## src/rtl/mbrs_pkg.sv

```systemverilog
`timescale 1ns / 1ps
package mbrs_pkg;

    localparam int FRAME_BYTES_DEF = 64;
    localparam int TABLE_DEPTH_DEF = 64;

    localparam logic [15:0] CRC_INIT = 16'hFFFF;
    localparam logic [15:0] CRC_POLY = 16'hA001;

    // input actions
    localparam logic [2:0] ACT_RX_BYTE = 3'd0;
    localparam logic [2:0] ACT_GAP     = 3'd1;
    localparam logic [2:0] ACT_TICK    = 3'd2;
    localparam logic [2:0] ACT_HWRITE  = 3'd3;
    localparam logic [2:0] ACT_HREAD   = 3'd4;

    // result kinds
    localparam logic [1:0] KIND_TX     = 2'd0;
    localparam logic [1:0] KIND_STATUS = 2'd1;
    localparam logic [1:0] KIND_HREAD  = 2'd2;

    // register indexes
    localparam logic [1:0] REG_SLAVE   = 2'd0;
    localparam logic [1:0] REG_BASE    = 2'd1;
    localparam logic [1:0] REG_INUSE   = 2'd2;
    localparam logic [1:0] REG_TIMEOUT = 2'd3;

    // function and exception codes
    localparam logic [7:0] FN_READ_HOLD  = 8'd3;
    localparam logic [7:0] FN_WRITE_ONE  = 8'd6;
    localparam logic [7:0] FN_WRITE_MANY = 8'd16;
    localparam logic [7:0] FN_EXC_FLAG   = 8'h80;
    localparam logic [7:0] EXC_FUNCTION  = 8'd1;
    localparam logic [7:0] EXC_ADDRESS   = 8'd2;
    localparam logic [7:0] EXC_VALUE     = 8'd3;

    localparam int WRITE_QTY_MAX = 123;
    localparam int OUT_LIMIT     = 64;

    // one byte of CRC-16, bit by bit
    function automatic logic [15:0] crc_step(input logic [15:0] crc_in,
                                             input logic [7:0] din);
        logic [15:0] c;
        c = crc_in ^ {8'h00, din};
        for (int b = 0; b < 8; b++) begin
            if (c[0]) begin
                c = (c >> 1) ^ CRC_POLY;
            end else begin
                c = c >> 1;
            end
        end
        return c;
    endfunction

endpackage

```

## src/rtl/mbrs_ram.sv

```systemverilog
`timescale 1ns / 1ps
module mbrs_ram #(
    parameter int WIDTH = 8,
    parameter int DEPTH = 64,
    parameter int AW    = (DEPTH > 1) ? $clog2(DEPTH) : 1
) (
    input  logic             aclk,
    input  logic             we,
    input  logic [AW-1:0]    waddr,
    input  logic [WIDTH-1:0] wdata,
    input  logic [AW-1:0]    raddr,
    output logic [WIDTH-1:0] rdata
);
    logic [WIDTH-1:0] mem [DEPTH];

    always_ff @(posedge aclk) begin
        if (we) begin
            mem[waddr] <= wdata;
        end
        rdata <= mem[raddr];
    end
endmodule

```

## src/rtl/mbrs_crc.sv

```systemverilog
`timescale 1ns / 1ps
module mbrs_crc (
    input  logic        aclk,
    input  logic        aresetn,
    input  logic        clr,
    input  logic        upd,
    input  logic [7:0]  din,
    output logic [15:0] crc
);
    import mbrs_pkg::*;

    logic [15:0] crc_reg, crc_next;

    always_comb begin
        crc_next = crc_reg;
        if (clr) begin
            crc_next = CRC_INIT;
        end else if (upd) begin
            crc_next = crc_step(crc_reg, din);
        end
    end

    always_ff @(posedge aclk) begin
        if (!aresetn) begin
            crc_reg <= CRC_INIT;
        end else begin
            crc_reg <= crc_next;
        end
    end

    assign crc = crc_reg;
endmodule

```

## src/rtl/modbus_rtu_register_slave.sv

```systemverilog
`timescale 1ns / 1ps
// Channel   | dir | handshake              | payload
// s_axis    | in  | s_axis_tvalid/tready   | tuser action, tdata byte/index/value
// m_axis    | out | m_axis_tvalid/tready   | tuser kind, tlast, tdata byte/alarm/value
// apb       | in  | psel/penable/pready    | 4 registers at byte addresses 0,4,8,12
//
// Steps: a received byte, host write or tick is taken in S_IDLE; a host read adds S_HREAD.
// Frame gap: each frame byte is read through the frame RAM read port for the CRC
//   scan (S_SCAN_A, S_SCAN_B), then a decode state, then each header or CRC byte,
//   each table word read (two reply bytes) and each word written (S_W_A to S_W_C).
// Reset: synchronous, clears control state, table valid bits and the alarm.
// Stalls: m_axis_tready low holds the sequencer; s_axis_tready is low while
//   a frame or host read is handled or the output register cannot take a new result.
module modbus_rtu_register_slave #(
    parameter int FRAME_BYTES = mbrs_pkg::FRAME_BYTES_DEF,
    parameter int TABLE_DEPTH = mbrs_pkg::TABLE_DEPTH_DEF
) (
    input  logic        aclk,
    input  logic        aresetn,
    input  logic        s_axis_tvalid,
    output logic        s_axis_tready,
    input  logic [31:0] s_axis_tdata,  // rx_byte[7:0], local_index[13:8], local_value[29:14]
    input  logic [2:0]  s_axis_tuser,  // action[2:0]
    output logic        m_axis_tvalid,
    input  logic        m_axis_tready,
    output logic [31:0] m_axis_tdata,  // tx_byte[7:0], alarm[8], read_value[24:9]
    output logic [1:0]  m_axis_tuser,  // kind[1:0]
    output logic        m_axis_tlast,
    input  logic        psel,
    input  logic        penable,
    input  logic        pwrite,
    input  logic [3:0]  paddr,
    input  logic [31:0] pwdata,
    output logic [31:0] prdata,
    output logic        pready
);
    import mbrs_pkg::*;

    localparam int FW = $clog2(FRAME_BYTES);
    localparam int LW = $clog2(FRAME_BYTES + 1);
    localparam int TW = (TABLE_DEPTH > 1) ? $clog2(TABLE_DEPTH) : 1;
    localparam int CAP_A = ((FRAME_BYTES - 5) / 2 < 125) ? (FRAME_BYTES - 5) / 2 : 125;
    localparam int READ_CAP = ((OUT_LIMIT - 5) / 2 < CAP_A) ? (OUT_LIMIT - 5) / 2 : CAP_A;

    localparam logic [3:0] S_IDLE   = 4'd0;
    localparam logic [3:0] S_HREAD  = 4'd1;
    localparam logic [3:0] S_SCAN_A = 4'd2;
    localparam logic [3:0] S_SCAN_B = 4'd3;
    localparam logic [3:0] S_DECIDE = 4'd4;
    localparam logic [3:0] S_W_A    = 4'd5;
    localparam logic [3:0] S_W_B    = 4'd6;
    localparam logic [3:0] S_W_C    = 4'd7;
    localparam logic [3:0] S_HDR    = 4'd8;
    localparam logic [3:0] S_T_A    = 4'd9;
    localparam logic [3:0] S_T_H    = 4'd10;
    localparam logic [3:0] S_T_L    = 4'd11;
    localparam logic [3:0] S_CRC_LO = 4'd12;
    localparam logic [3:0] S_CRC_HI = 4'd13;

    // payload fields
    logic [2:0]  in_action;
    logic [7:0]  in_byte;
    logic [5:0]  in_index;
    logic [15:0] in_value;
    assign in_action = s_axis_tuser;
    assign in_byte   = s_axis_tdata[7:0];
    assign in_index  = s_axis_tdata[13:8];
    assign in_value  = s_axis_tdata[29:14];

    // configuration registers
    logic [7:0]  slave_reg;
    logic [15:0] base_reg;
    logic [6:0]  inuse_reg;
    logic [31:0] timeout_reg;
    logic        cfg_wr;
    assign pready = 1'b1;
    assign cfg_wr = psel & penable & pwrite & pready;

    always_ff @(posedge aclk) begin
        if (!aresetn) begin
            slave_reg   <= 8'd1;
            base_reg    <= 16'd0;
            inuse_reg   <= 7'd64;
            timeout_reg <= 32'd1000;
        end else if (cfg_wr) begin
            case (paddr[3:2])
                REG_SLAVE:   slave_reg   <= pwdata[7:0];
                REG_BASE:    base_reg    <= pwdata[15:0];
                REG_INUSE:   inuse_reg   <= pwdata[6:0];
                REG_TIMEOUT: timeout_reg <= pwdata;
                default:     ;
            endcase
        end
    end

    always_comb begin
        case (paddr[3:2])
            REG_SLAVE:   prdata = {24'd0, slave_reg};
            REG_BASE:    prdata = {16'd0, base_reg};
            REG_INUSE:   prdata = {25'd0, inuse_reg};
            REG_TIMEOUT: prdata = timeout_reg;
            default:     prdata = 32'd0;
        endcase
    end

    // state
    logic [3:0]  state_reg, state_next;
    logic [LW-1:0] flen_reg, flen_next;
    logic [LW-1:0] n_reg, n_next;
    logic [LW-1:0] pos_reg, pos_next;
    logic [31:0] ticks_reg, ticks_next;
    logic        alarm_reg, alarm_next;
    logic [TABLE_DEPTH-1:0] tv_reg, tv_next;
    logic [7:0]  hdr_reg [6];
    logic [7:0]  hdr_next [6];
    logic [2:0]  hlen_reg, hlen_next;
    logic [7:0]  cnt_reg, cnt_next;
    logic [15:0] off_reg, off_next;
    logic [15:0] qty_reg, qty_next;
    logic [7:0]  bc_reg, bc_next;
    logic [7:0]  rxlo_reg, rxlo_next;
    logic [7:0]  rxhi_reg, rxhi_next;
    logic [7:0]  whi_reg, whi_next;
    logic [15:0] word_reg, word_next;
    logic        rdm_reg, rdm_next;
    logic        hok_reg, hok_next;
    logic        tvr_reg, tvr_next;

    // output register
    logic        mv_reg;
    logic [1:0]  mkind_reg;
    logic [7:0]  mbyte_reg;
    logic        mlast_reg;
    logic        malarm_reg;
    logic [15:0] mval_reg;

    logic        out_free;
    logic        emit;
    logic [1:0]  e_kind;
    logic [7:0]  e_byte;
    logic        e_last;
    logic        e_alarm;
    logic [15:0] e_val;

    // memories
    logic          fr_we;
    logic [FW-1:0] fr_waddr, fr_raddr;
    logic [7:0]    fr_rdata;
    logic          tb_we;
    logic [TW-1:0] tb_waddr, tb_raddr;
    logic [15:0]   tb_wdata, tb_rdata;

    // crc unit
    logic        crc_clr, crc_upd;
    logic [7:0]  crc_din;
    logic [15:0] crc;

    mbrs_ram #(.WIDTH(8), .DEPTH(FRAME_BYTES), .AW(FW)) u_frame (
        .aclk(aclk), .we(fr_we), .waddr(fr_waddr), .wdata(in_byte),
        .raddr(fr_raddr), .rdata(fr_rdata)
    );

    mbrs_ram #(.WIDTH(16), .DEPTH(TABLE_DEPTH), .AW(TW)) u_table (
        .aclk(aclk), .we(tb_we), .waddr(tb_waddr), .wdata(tb_wdata),
        .raddr(tb_raddr), .rdata(tb_rdata)
    );

    mbrs_crc u_crc (
        .aclk(aclk), .aresetn(aresetn), .clr(crc_clr), .upd(crc_upd),
        .din(crc_din), .crc(crc)
    );

    assign out_free      = !mv_reg || m_axis_tready;
    assign s_axis_tready = (state_reg == S_IDLE) && out_free;

    // decode of the scanned frame
    logic [7:0]  f_fn;
    logic [16:0] off_w, size_w, end_w;
    logic        addr_ok, crc_ok, below_base;
    logic [15:0] idx_ext;
    logic        idx_ok;
    logic [LW-1:0] wlen;
    logic [8:0]  fa_hi, fa_lo;
    logic [16:0] toff;

    assign f_fn       = hdr_reg[1];
    assign below_base = off_reg < base_reg;
    assign off_w      = {1'b0, off_reg} - {1'b0, base_reg};
    assign size_w     = ({10'd0, inuse_reg} < 17'(TABLE_DEPTH)) ?
                        {10'd0, inuse_reg} : 17'(TABLE_DEPTH);
    assign end_w      = off_w + {1'b0, qty_reg};
    assign addr_ok    = hdr_reg[0] == slave_reg;
    assign crc_ok     = crc == {rxhi_reg, rxlo_reg};
    assign idx_ext    = 16'(in_index);
    assign idx_ok     = idx_ext < 16'(TABLE_DEPTH);
    assign wlen       = (flen_reg >= LW'(FRAME_BYTES)) ? '0 : flen_reg;
    assign fa_hi      = 9'd7 + {cnt_reg, 1'b0};
    assign fa_lo      = 9'd8 + {cnt_reg, 1'b0};
    assign toff       = {1'b0, off_reg} + {9'd0, cnt_reg};

    always_comb begin
        state_next = state_reg;
        flen_next  = flen_reg;
        n_next     = n_reg;
        pos_next   = pos_reg;
        ticks_next = ticks_reg;
        alarm_next = alarm_reg;
        tv_next    = tv_reg;
        hdr_next   = hdr_reg;
        hlen_next  = hlen_reg;
        cnt_next   = cnt_reg;
        off_next   = off_reg;
        qty_next   = qty_reg;
        bc_next    = bc_reg;
        rxlo_next  = rxlo_reg;
        rxhi_next  = rxhi_reg;
        whi_next   = whi_reg;
        word_next  = word_reg;
        rdm_next   = rdm_reg;
        hok_next   = hok_reg;
        tvr_next   = tvr_reg;

        fr_we    = 1'b0;
        fr_waddr = wlen[FW-1:0];
        fr_raddr = pos_reg[FW-1:0];
        tb_we    = 1'b0;
        tb_waddr = idx_ext[TW-1:0];
        tb_wdata = in_value;
        tb_raddr = idx_ext[TW-1:0];

        crc_clr = 1'b0;
        crc_upd = 1'b0;
        crc_din = fr_rdata;

        emit    = 1'b0;
        e_kind  = KIND_TX;
        e_byte  = 8'd0;
        e_last  = 1'b0;
        e_alarm = alarm_reg;
        e_val   = 16'd0;

        case (state_reg)
            S_IDLE: begin
                if (s_axis_tvalid && s_axis_tready) begin
                    case (in_action)
                        ACT_RX_BYTE: begin
                            fr_we     = 1'b1;
                            flen_next = wlen + LW'(1);
                            ticks_next = 32'd0;
                        end
                        ACT_GAP: begin
                            flen_next = '0;
                            n_next    = flen_reg;
                            pos_next  = '0;
                            crc_clr   = 1'b1;
                            if (flen_reg >= LW'(8)) begin
                                state_next = S_SCAN_A;
                            end
                        end
                        ACT_TICK: begin
                            if (ticks_reg != 32'hFFFF_FFFF) begin
                                ticks_next = ticks_reg + 32'd1;
                            end
                            alarm_next = alarm_reg || (ticks_next > timeout_reg);
                            emit    = 1'b1;
                            e_kind  = KIND_STATUS;
                            e_last  = 1'b1;
                            e_alarm = alarm_next;
                        end
                        ACT_HWRITE: begin
                            if (idx_ok) begin
                                tb_we = 1'b1;
                                tv_next[tb_waddr] = 1'b1;
                            end
                        end
                        ACT_HREAD: begin
                            hok_next   = idx_ok;
                            tvr_next   = tv_reg[tb_raddr];
                            state_next = S_HREAD;
                        end
                        default: ;
                    endcase
                end
            end
            S_HREAD: begin
                if (out_free) begin
                    emit       = 1'b1;
                    e_kind     = KIND_HREAD;
                    e_last     = 1'b1;
                    e_val      = (hok_reg && tvr_reg) ? tb_rdata : 16'd0;
                    state_next = S_IDLE;
                end
            end
            S_SCAN_A: begin
                state_next = S_SCAN_B;
            end
            S_SCAN_B: begin
                // crc over all but the two trailing bytes
                crc_upd = pos_reg < (n_reg - LW'(2));
                case (pos_reg)
                    LW'(0): hdr_next[0] = fr_rdata;
                    LW'(1): hdr_next[1] = fr_rdata;
                    LW'(2): hdr_next[2] = fr_rdata;
                    LW'(3): hdr_next[3] = fr_rdata;
                    LW'(4): hdr_next[4] = fr_rdata;
                    LW'(5): hdr_next[5] = fr_rdata;
                    LW'(6): bc_next     = fr_rdata;
                    default: ;
                endcase
                if (pos_reg == n_reg - LW'(2)) begin
                    rxlo_next = fr_rdata;
                end
                if (pos_reg == n_reg - LW'(1)) begin
                    rxhi_next = fr_rdata;
                    off_next  = {hdr_reg[2], hdr_reg[3]};
                    qty_next  = {hdr_reg[4], hdr_reg[5]};
                    state_next = S_DECIDE;
                end else begin
                    pos_next   = pos_reg + LW'(1);
                    state_next = S_SCAN_A;
                end
            end
            S_DECIDE: begin
                // off_reg holds the bus start address here
                crc_clr  = 1'b1;
                cnt_next = 8'd0;
                rdm_next = 1'b0;
                hlen_next = 3'd3;
                hdr_next[0] = hdr_reg[0];
                hdr_next[1] = f_fn | FN_EXC_FLAG;
                state_next  = S_HDR;
                if (!addr_ok || !crc_ok) begin
                    state_next = S_IDLE;
                end else if (f_fn == FN_READ_HOLD) begin
                    if (qty_reg == 16'd0 || qty_reg > 16'(READ_CAP)) begin
                        hdr_next[2] = EXC_VALUE;
                    end else if (below_base || end_w > size_w) begin
                        hdr_next[2] = EXC_ADDRESS;
                    end else begin
                        hdr_next[1] = f_fn;
                        hdr_next[2] = {qty_reg[6:0], 1'b0};
                        off_next    = off_w[15:0];
                        rdm_next    = 1'b1;
                        alarm_next  = 1'b0;
                    end
                end else if (f_fn == FN_WRITE_ONE) begin
                    if (below_base || off_w >= size_w) begin
                        hdr_next[2] = EXC_ADDRESS;
                    end else begin
                        tb_we    = 1'b1;
                        tb_waddr = off_w[TW-1:0];
                        tb_wdata = qty_reg;
                        tv_next[tb_waddr] = 1'b1;
                        hdr_next[1] = f_fn;
                        hlen_next   = 3'd6;
                        alarm_next  = 1'b0;
                    end
                end else if (f_fn == FN_WRITE_MANY) begin
                    if ({1'b0, bc_reg} != 9'(n_reg) - 9'd9) begin
                        state_next = S_IDLE;
                    end else if (qty_reg == 16'd0 || qty_reg > 16'(WRITE_QTY_MAX) ||
                                 {9'd0, bc_reg} != {qty_reg, 1'b0}) begin
                        hdr_next[2] = EXC_VALUE;
                    end else if (below_base || end_w > size_w) begin
                        hdr_next[2] = EXC_ADDRESS;
                    end else begin
                        hdr_next[1] = f_fn;
                        hlen_next   = 3'd6;
                        off_next    = off_w[15:0];
                        alarm_next  = 1'b0;
                        state_next  = S_W_A;
                    end
                end else begin
                    hdr_next[2] = EXC_FUNCTION;
                end
            end
            S_W_A: begin
                fr_raddr   = fa_hi[FW-1:0];
                state_next = S_W_B;
            end
            S_W_B: begin
                whi_next   = fr_rdata;
                fr_raddr   = fa_lo[FW-1:0];
                state_next = S_W_C;
            end
            S_W_C: begin
                tb_we    = 1'b1;
                tb_waddr = toff[TW-1:0];
                tb_wdata = {whi_reg, fr_rdata};
                tv_next[tb_waddr] = 1'b1;
                if (cnt_reg + 8'd1 == qty_reg[7:0]) begin
                    cnt_next   = 8'd0;
                    state_next = S_HDR;
                end else begin
                    cnt_next   = cnt_reg + 8'd1;
                    state_next = S_W_A;
                end
            end
            S_HDR: begin
                if (out_free) begin
                    emit    = 1'b1;
                    e_byte  = hdr_reg[cnt_reg[2:0]];
                    crc_upd = 1'b1;
                    crc_din = e_byte;
                    if (cnt_reg[2:0] == hlen_reg - 3'd1) begin
                        cnt_next   = 8'd0;
                        state_next = rdm_reg ? S_T_A : S_CRC_LO;
                    end else begin
                        cnt_next = cnt_reg + 8'd1;
                    end
                end
            end
            S_T_A: begin
                tb_raddr   = toff[TW-1:0];
                tvr_next   = tv_reg[tb_raddr];
                state_next = S_T_H;
            end
            S_T_H: begin
                // keep the read address so the word survives an output stall
                tb_raddr  = toff[TW-1:0];
                word_next = tvr_reg ? tb_rdata : 16'd0;
                if (out_free) begin
                    emit       = 1'b1;
                    e_byte     = word_next[15:8];
                    crc_upd    = 1'b1;
                    crc_din    = e_byte;
                    state_next = S_T_L;
                end
            end
            S_T_L: begin
                if (out_free) begin
                    emit    = 1'b1;
                    e_byte  = word_reg[7:0];
                    crc_upd = 1'b1;
                    crc_din = e_byte;
                    if (cnt_reg + 8'd1 == qty_reg[7:0]) begin
                        state_next = S_CRC_LO;
                    end else begin
                        cnt_next   = cnt_reg + 8'd1;
                        state_next = S_T_A;
                    end
                end
            end
            S_CRC_LO: begin
                if (out_free) begin
                    emit       = 1'b1;
                    e_byte     = crc[7:0];
                    state_next = S_CRC_HI;
                end
            end
            S_CRC_HI: begin
                if (out_free) begin
                    emit       = 1'b1;
                    e_byte     = crc[15:8];
                    e_last     = 1'b1;
                    state_next = S_IDLE;
                end
            end
            default: state_next = S_IDLE;
        endcase
    end

    always_ff @(posedge aclk) begin
        if (!aresetn) begin
            state_reg <= S_IDLE;
            flen_reg  <= '0;
            ticks_reg <= 32'd0;
            alarm_reg <= 1'b0;
            tv_reg    <= '0;
            mv_reg    <= 1'b0;
        end else begin
            state_reg <= state_next;
            flen_reg  <= flen_next;
            ticks_reg <= ticks_next;
            alarm_reg <= alarm_next;
            tv_reg    <= tv_next;
            if (emit) begin
                mv_reg <= 1'b1;
            end else if (m_axis_tready) begin
                mv_reg <= 1'b0;
            end
        end
    end

    always_ff @(posedge aclk) begin
        n_reg    <= n_next;
        pos_reg  <= pos_next;
        hdr_reg  <= hdr_next;
        hlen_reg <= hlen_next;
        cnt_reg  <= cnt_next;
        off_reg  <= off_next;
        qty_reg  <= qty_next;
        bc_reg   <= bc_next;
        rxlo_reg <= rxlo_next;
        rxhi_reg <= rxhi_next;
        whi_reg  <= whi_next;
        word_reg <= word_next;
        rdm_reg  <= rdm_next;
        hok_reg  <= hok_next;
        tvr_reg  <= tvr_next;
        if (emit) begin
            mkind_reg  <= e_kind;
            mbyte_reg  <= e_byte;
            mlast_reg  <= e_last;
            malarm_reg <= e_alarm;
            mval_reg   <= e_val;
        end
    end

    assign m_axis_tvalid = mv_reg;
    assign m_axis_tuser  = mkind_reg;
    assign m_axis_tlast  = mlast_reg;
    assign m_axis_tdata  = {7'd0, mval_reg, malarm_reg, mbyte_reg};
endmodule

```

## config.mk

```make
export PLATFORM = sky130hd
export DESIGN_NAME = modbus_rtu_register_slave
export DESIGN_NICKNAME = d
export VERILOG_FILES = /design/src/rtl/mbrs_pkg.sv /design/src/rtl/mbrs_ram.sv /design/src/rtl/mbrs_crc.sv /design/src/rtl/modbus_rtu_register_slave.sv
export SDC_FILE = /design/constraint.sdc
export NUM_CORES = 2
export LEC_CHECK = 0
export BUFFER_PORTS_ARGS = -buffer_cell sky130_fd_sc_hd__buf_4
export CAP_MARGIN = 20
export CORE_MARGIN = 3
export CORE_UTILIZATION = 50
export CTS_BUF_LIST = sky130_fd_sc_hd__clkbuf_2 sky130_fd_sc_hd__clkbuf_4 sky130_fd_sc_hd__clkbuf_8
export DETAILED_ROUTE_END_ITERATION = 7
export HOLD_SLACK_MARGIN = 0.1
export PLACE_DENSITY = 0.68
export SYNTH_ARGS = -nofsm -noshare
export SYNTH_HDL_FRONTEND = slang
export SYNTH_HIERARCHICAL = 1
export SYNTH_SLANG_ARGS = --single-unit
```

## constraint.sdc

```tcl
create_clock -name aclk -period 5.7 [get_ports aclk]
set_clock_uncertainty 0.1 [all_clocks]
set_input_delay 0 -clock aclk [delete_from_list [all_inputs] [get_ports aclk]]
set_output_delay 0 -clock aclk [all_outputs]
set_load 0.01 [all_outputs]
```

==> run metrics <==
I/O Pins=148; worst r2r dst=u_table/mem[29][9]; Row Count=148; dpl hpwl=141,600 um; Setup CP Type=reg2reg; PD cells=313.1 mW/mm^2; MaxCap Viol Count=0; pin count of the biggest net entering global routing=71; Final setup viols=0; cells along the critical path=inv_1 > ha_1 > fa_1 > nand2b_1 > nand2b_1 > a21o_1 > xnor2_1 > inv_1 > buf_4 > ha_1 > a21oi_1 > nor2b_1 > a41oi_1 > nand4_1 > nor4_2 > buf_4 > a21oi_2 > a221o_1 > buf_4 > nand3b_1 > or2_1 > nor2_1 > buf_4; Worst Setup End Kind=flip-flop; Worst Tran Pin Value=1110 ps; vias in the first global route=50,480; Peak VDD IR=0.0003133 V; first-pass GRT wire length=331,600 um; most common flop cell mapped by yosys=edfxtp_1; failing checks=DRC; achievable frequency=185.2 MHz; area taken by multi-input logic gates=0.02556 mm^2; via/cell ratio=6.213; status=finished with violations; DR iter-0 viols=6,288; hold_ws=186.3 ps; CP max stage delay=440 ps; total CTS buffers=325; total global-route track usage=26.26%; share of cells above drive strength 1=23.42%; die height=413.1 um; CTS root buffer=clkbuf_8; Reg clk slew, reported paths=60 ps; TNS Setup=0 ps; startpoint types=flip-flop; hold wc startpoint=s_axis_tuser[2]; drt pass-1 iters=8; Die X=413.1 um; Data required, critical path=6280 ps; drc violations=1; worst rel slew slack=25.44%; Syn Std Cell Area=0.08286 mm^2; Worst R2R Setup Slack=300 ps; CP bufs+invs=6; Final Cycle Share=94.72%; number of flops mapped to enable cells by yosys=1,710; setup ws final=301.2 ps; WHS Endpoint=tvr_reg; Slew Limit Fails=0; vias=51,130; worst skew pair latency=1060 ps; routed length per instance=27.30 um; H-tree levels=5; core area=0.1637 mm^2; NumNets Final=5,995; Worst Path Max Fanout=16; final count of hold timing violations=0; CTS tree=done; leakage power=32.81 nW; yosys warns=6; starting density of the core=50.62%; fill count=12,210; max reg flops=1,024; Die Area=0.1706 mm^2; Yosys reg bits=1,922; CTS Sinks=1,922; Placed Area=0.08731 mm^2; r2r startpoint=off_reg[0]; initial antenna violation count=11; cell family with most CP delay=simple AND/OR/NAND/NOR gates; Async SR Flop Fraction=0%; Worst Hold Class=in2reg; input/output buffers=135; RSZ-0062 raised after global routing=no; register area share after synthesis=67.10%; worst reg2reg path depth=23; antenna-violating nets left=0; GRT overflow=0; area growth from synthesis to layout=15.41%; Netlist cell types=94; Design Area, Final=0.09562 mm^2; Worst Path Arrival=5980 ps; Post-Route WL=224,700 um; Final GP Congestion=0.9401; Slowest cell on crit path=a221o_1; Hold Path Stages=5; Mapped Cells=5,215; pre-CTS WS=127.2 ps; Stages on worst setup path=23; Post-CTS Setup Inserts=0; Top cell by count, worst path=buf_4; min Tclk post-route=5399 ps; clk buf depth=4; syn_area_per_cell=15.89 um^2; Seq. cell area=0.05559 mm^2; Power Total=29.94 mW
metrics by stage:
stage,util (%),instances
5_1_grt,58.41,8225
4_1_cts,58.34,8218
2_1_floorplan,-,5221
3_3_place_gp,53.33,7476
3_5_place_dp,53.33,7476
6_report,58.42,8229
layout by cell type (no fill, tap or decap), types with 60 or more instances in the layout:
| cell type | n |
|---|---|
| ha_1 | 101 |
| o211a_1 | 67 |
| clkbuf_8 | 339 |
| mux4_2 | 384 |
| inv_1 | 94 |
| xnor2_1 | 82 |
| o221ai_1 | 72 |
| nor2_1 | 316 |
| clkbuf_4 | 103 |
| o21ai_0 | 120 |
| dlygate4sd3_1 | 170 |
| a22oi_1 | 98 |
| xor2_1 | 63 |
| nand3_1 | 105 |
| a21oi_1 | 217 |
| clkinv_1 | 60 |
| dfxtp_1 | 212 |
| nand2_1 | 322 |
| nor2b_1 | 76 |
| edfxtp_1 | 1710 |
| buf_4 | 354 |
| mux2i_1 | 152 |
worst register-to-register path, stage by stage (launching register included):
cell,delay [ps]
edfxtp_1,370
inv_1,60
ha_1,200
fa_1,400
nand2b_1,200
nand2b_1,80
a21o_1,120
xnor2_1,140
inv_1,120
buf_4,180
ha_1,180
a21oi_1,140
nor2b_1,60
a41oi_1,190
nand4_1,170
nor4_2,240
buf_4,210
a21oi_2,140
a221o_1,440
buf_4,200
nand3b_1,170
or2_1,440
nor2_1,190
buf_4,300
where the power goes:
group          total [mW]  leakage (nW)  switching (mW)  internal, mW
Clock                12.0          3.31            5.41          6.61
Combinational        2.37          12.4            1.47         0.903
Sequential           15.6          17.1          0.0923          15.5
Total                29.9          32.8            6.97          23.0
logic make-up (layout without fill, tap and decap cells):
family / count (synthesis) / after routing / synth area share [%]
flops: 1922 / 1922 / 67.10
simple gates: 1176 / 1176 / 6.895
compound gates: 888 / 888 / 7.544
mux: 576 / 576 / 12.85
buf+inv: 397 / 1223 / 2.389
xor+xnor: 148 / 148 / 1.584
fa+ha+maj: 106 / 106 / 1.628
other cells: 2 / 15 / 0.009064
worst max path at each step:
stage	start	endpoint	slack (ps)
final	off_reg[0]	u_table/mem[29][9]	300
after global routing	off_reg[0]	u_table/mem[17][0]	40
after CTS	off_reg[0]	hdr_reg[25]	70
after detailed placement	off_reg[0]	hdr_reg[25]	130
after global placement	off_reg[0]	hdr_reg[25]	190
after floorplan	off_reg[2]	u_table/mem[28][0]	50
area by class of cell:
class | instances | share of cell area [%]
Antenna cell | 7 | 0.01832
Clock buffer | 441 | 5.680
Clock inverter | 122 | 0.8518
Inverter | 100 | 0.3925
Multi-Input combinational cell | 2902 | 26.73
Sequential cell | 1922 | 58.14
Tap cell | 2175 | 2.846
Timing Repair Buffer | 560 | 5.342
Yosys cell counts, types with 18 or more instances:
| cell | n | area [um^2] |
|---|---|---|
| xnor2_1 | 82 | 718.2 |
| nor4_1 | 24 | 150.1 |
| a31oi_1 | 28 | 175.2 |
| o221ai_1 | 73 | 639.4 |
| o211a_1 | 67 | 670.6 |
| o211ai_1 | 21 | 157.7 |
| dfxtp_1 | 212 | 4244 |
| nor2_1 | 324 | 1216 |
| nand4_1 | 38 | 237.7 |
| a21o_1 | 34 | 255.2 |
| mux4_2 | 384 | 8648 |
| o21ai_0 | 127 | 635.6 |
| edfxtp_1 | 1710 | 51350 |
| a22o_1 | 18 | 157.7 |
| a221o_1 | 21 | 210.2 |
| mux2_2 | 38 | 427.9 |
| a211oi_1 | 18 | 135.1 |
| ha_1 | 103 | 1289 |
| buf_1 | 23 | 86.33 |
| buf_4 | 35 | 262.8 |
| xor2_1 | 65 | 569.3 |
| nor2b_1 | 77 | 481.7 |
| and3_1 | 56 | 350.3 |
| a21oi_1 | 220 | 1101 |
| a22oi_1 | 98 | 735.7 |
| nand3_1 | 105 | 525.5 |
| clkbuf_1 | 161 | 604.3 |
| nor3_1 | 41 | 205.2 |
| inv_1 | 96 | 360.4 |
| nand2_1 | 322 | 1209 |
| a221oi_1 | 33 | 289.0 |
| and2_1 | 57 | 356.6 |
| o22ai_1 | 32 | 200.2 |
| buf_2 | 48 | 240.2 |
| nand2b_1 | 29 | 181.4 |
| mux2i_1 | 152 | 1521 |
| buf_6 | 19 | 214.0 |
routing by layer:
layer	track usage, %	vias to the layer above	wire (um)
met4	9.274	8	7988
met5	0	-	55
met1	36.93	25860	89370
met2	40.22	2828	103600
li1	-	21960	-
met3	6.330	473	23610
what timing repair did:
| action | 4_1_cts | 5_1_grt |
|---|---|---|
| endpoints found under the setup margin | 0 | 532 |
| endpoints found under the hold margin | 2234 | 0 |
| hold buffers | 179 | 0 |
| gates resized for setup | 0 | 23 |
Power figures use the tool's default switching activity.
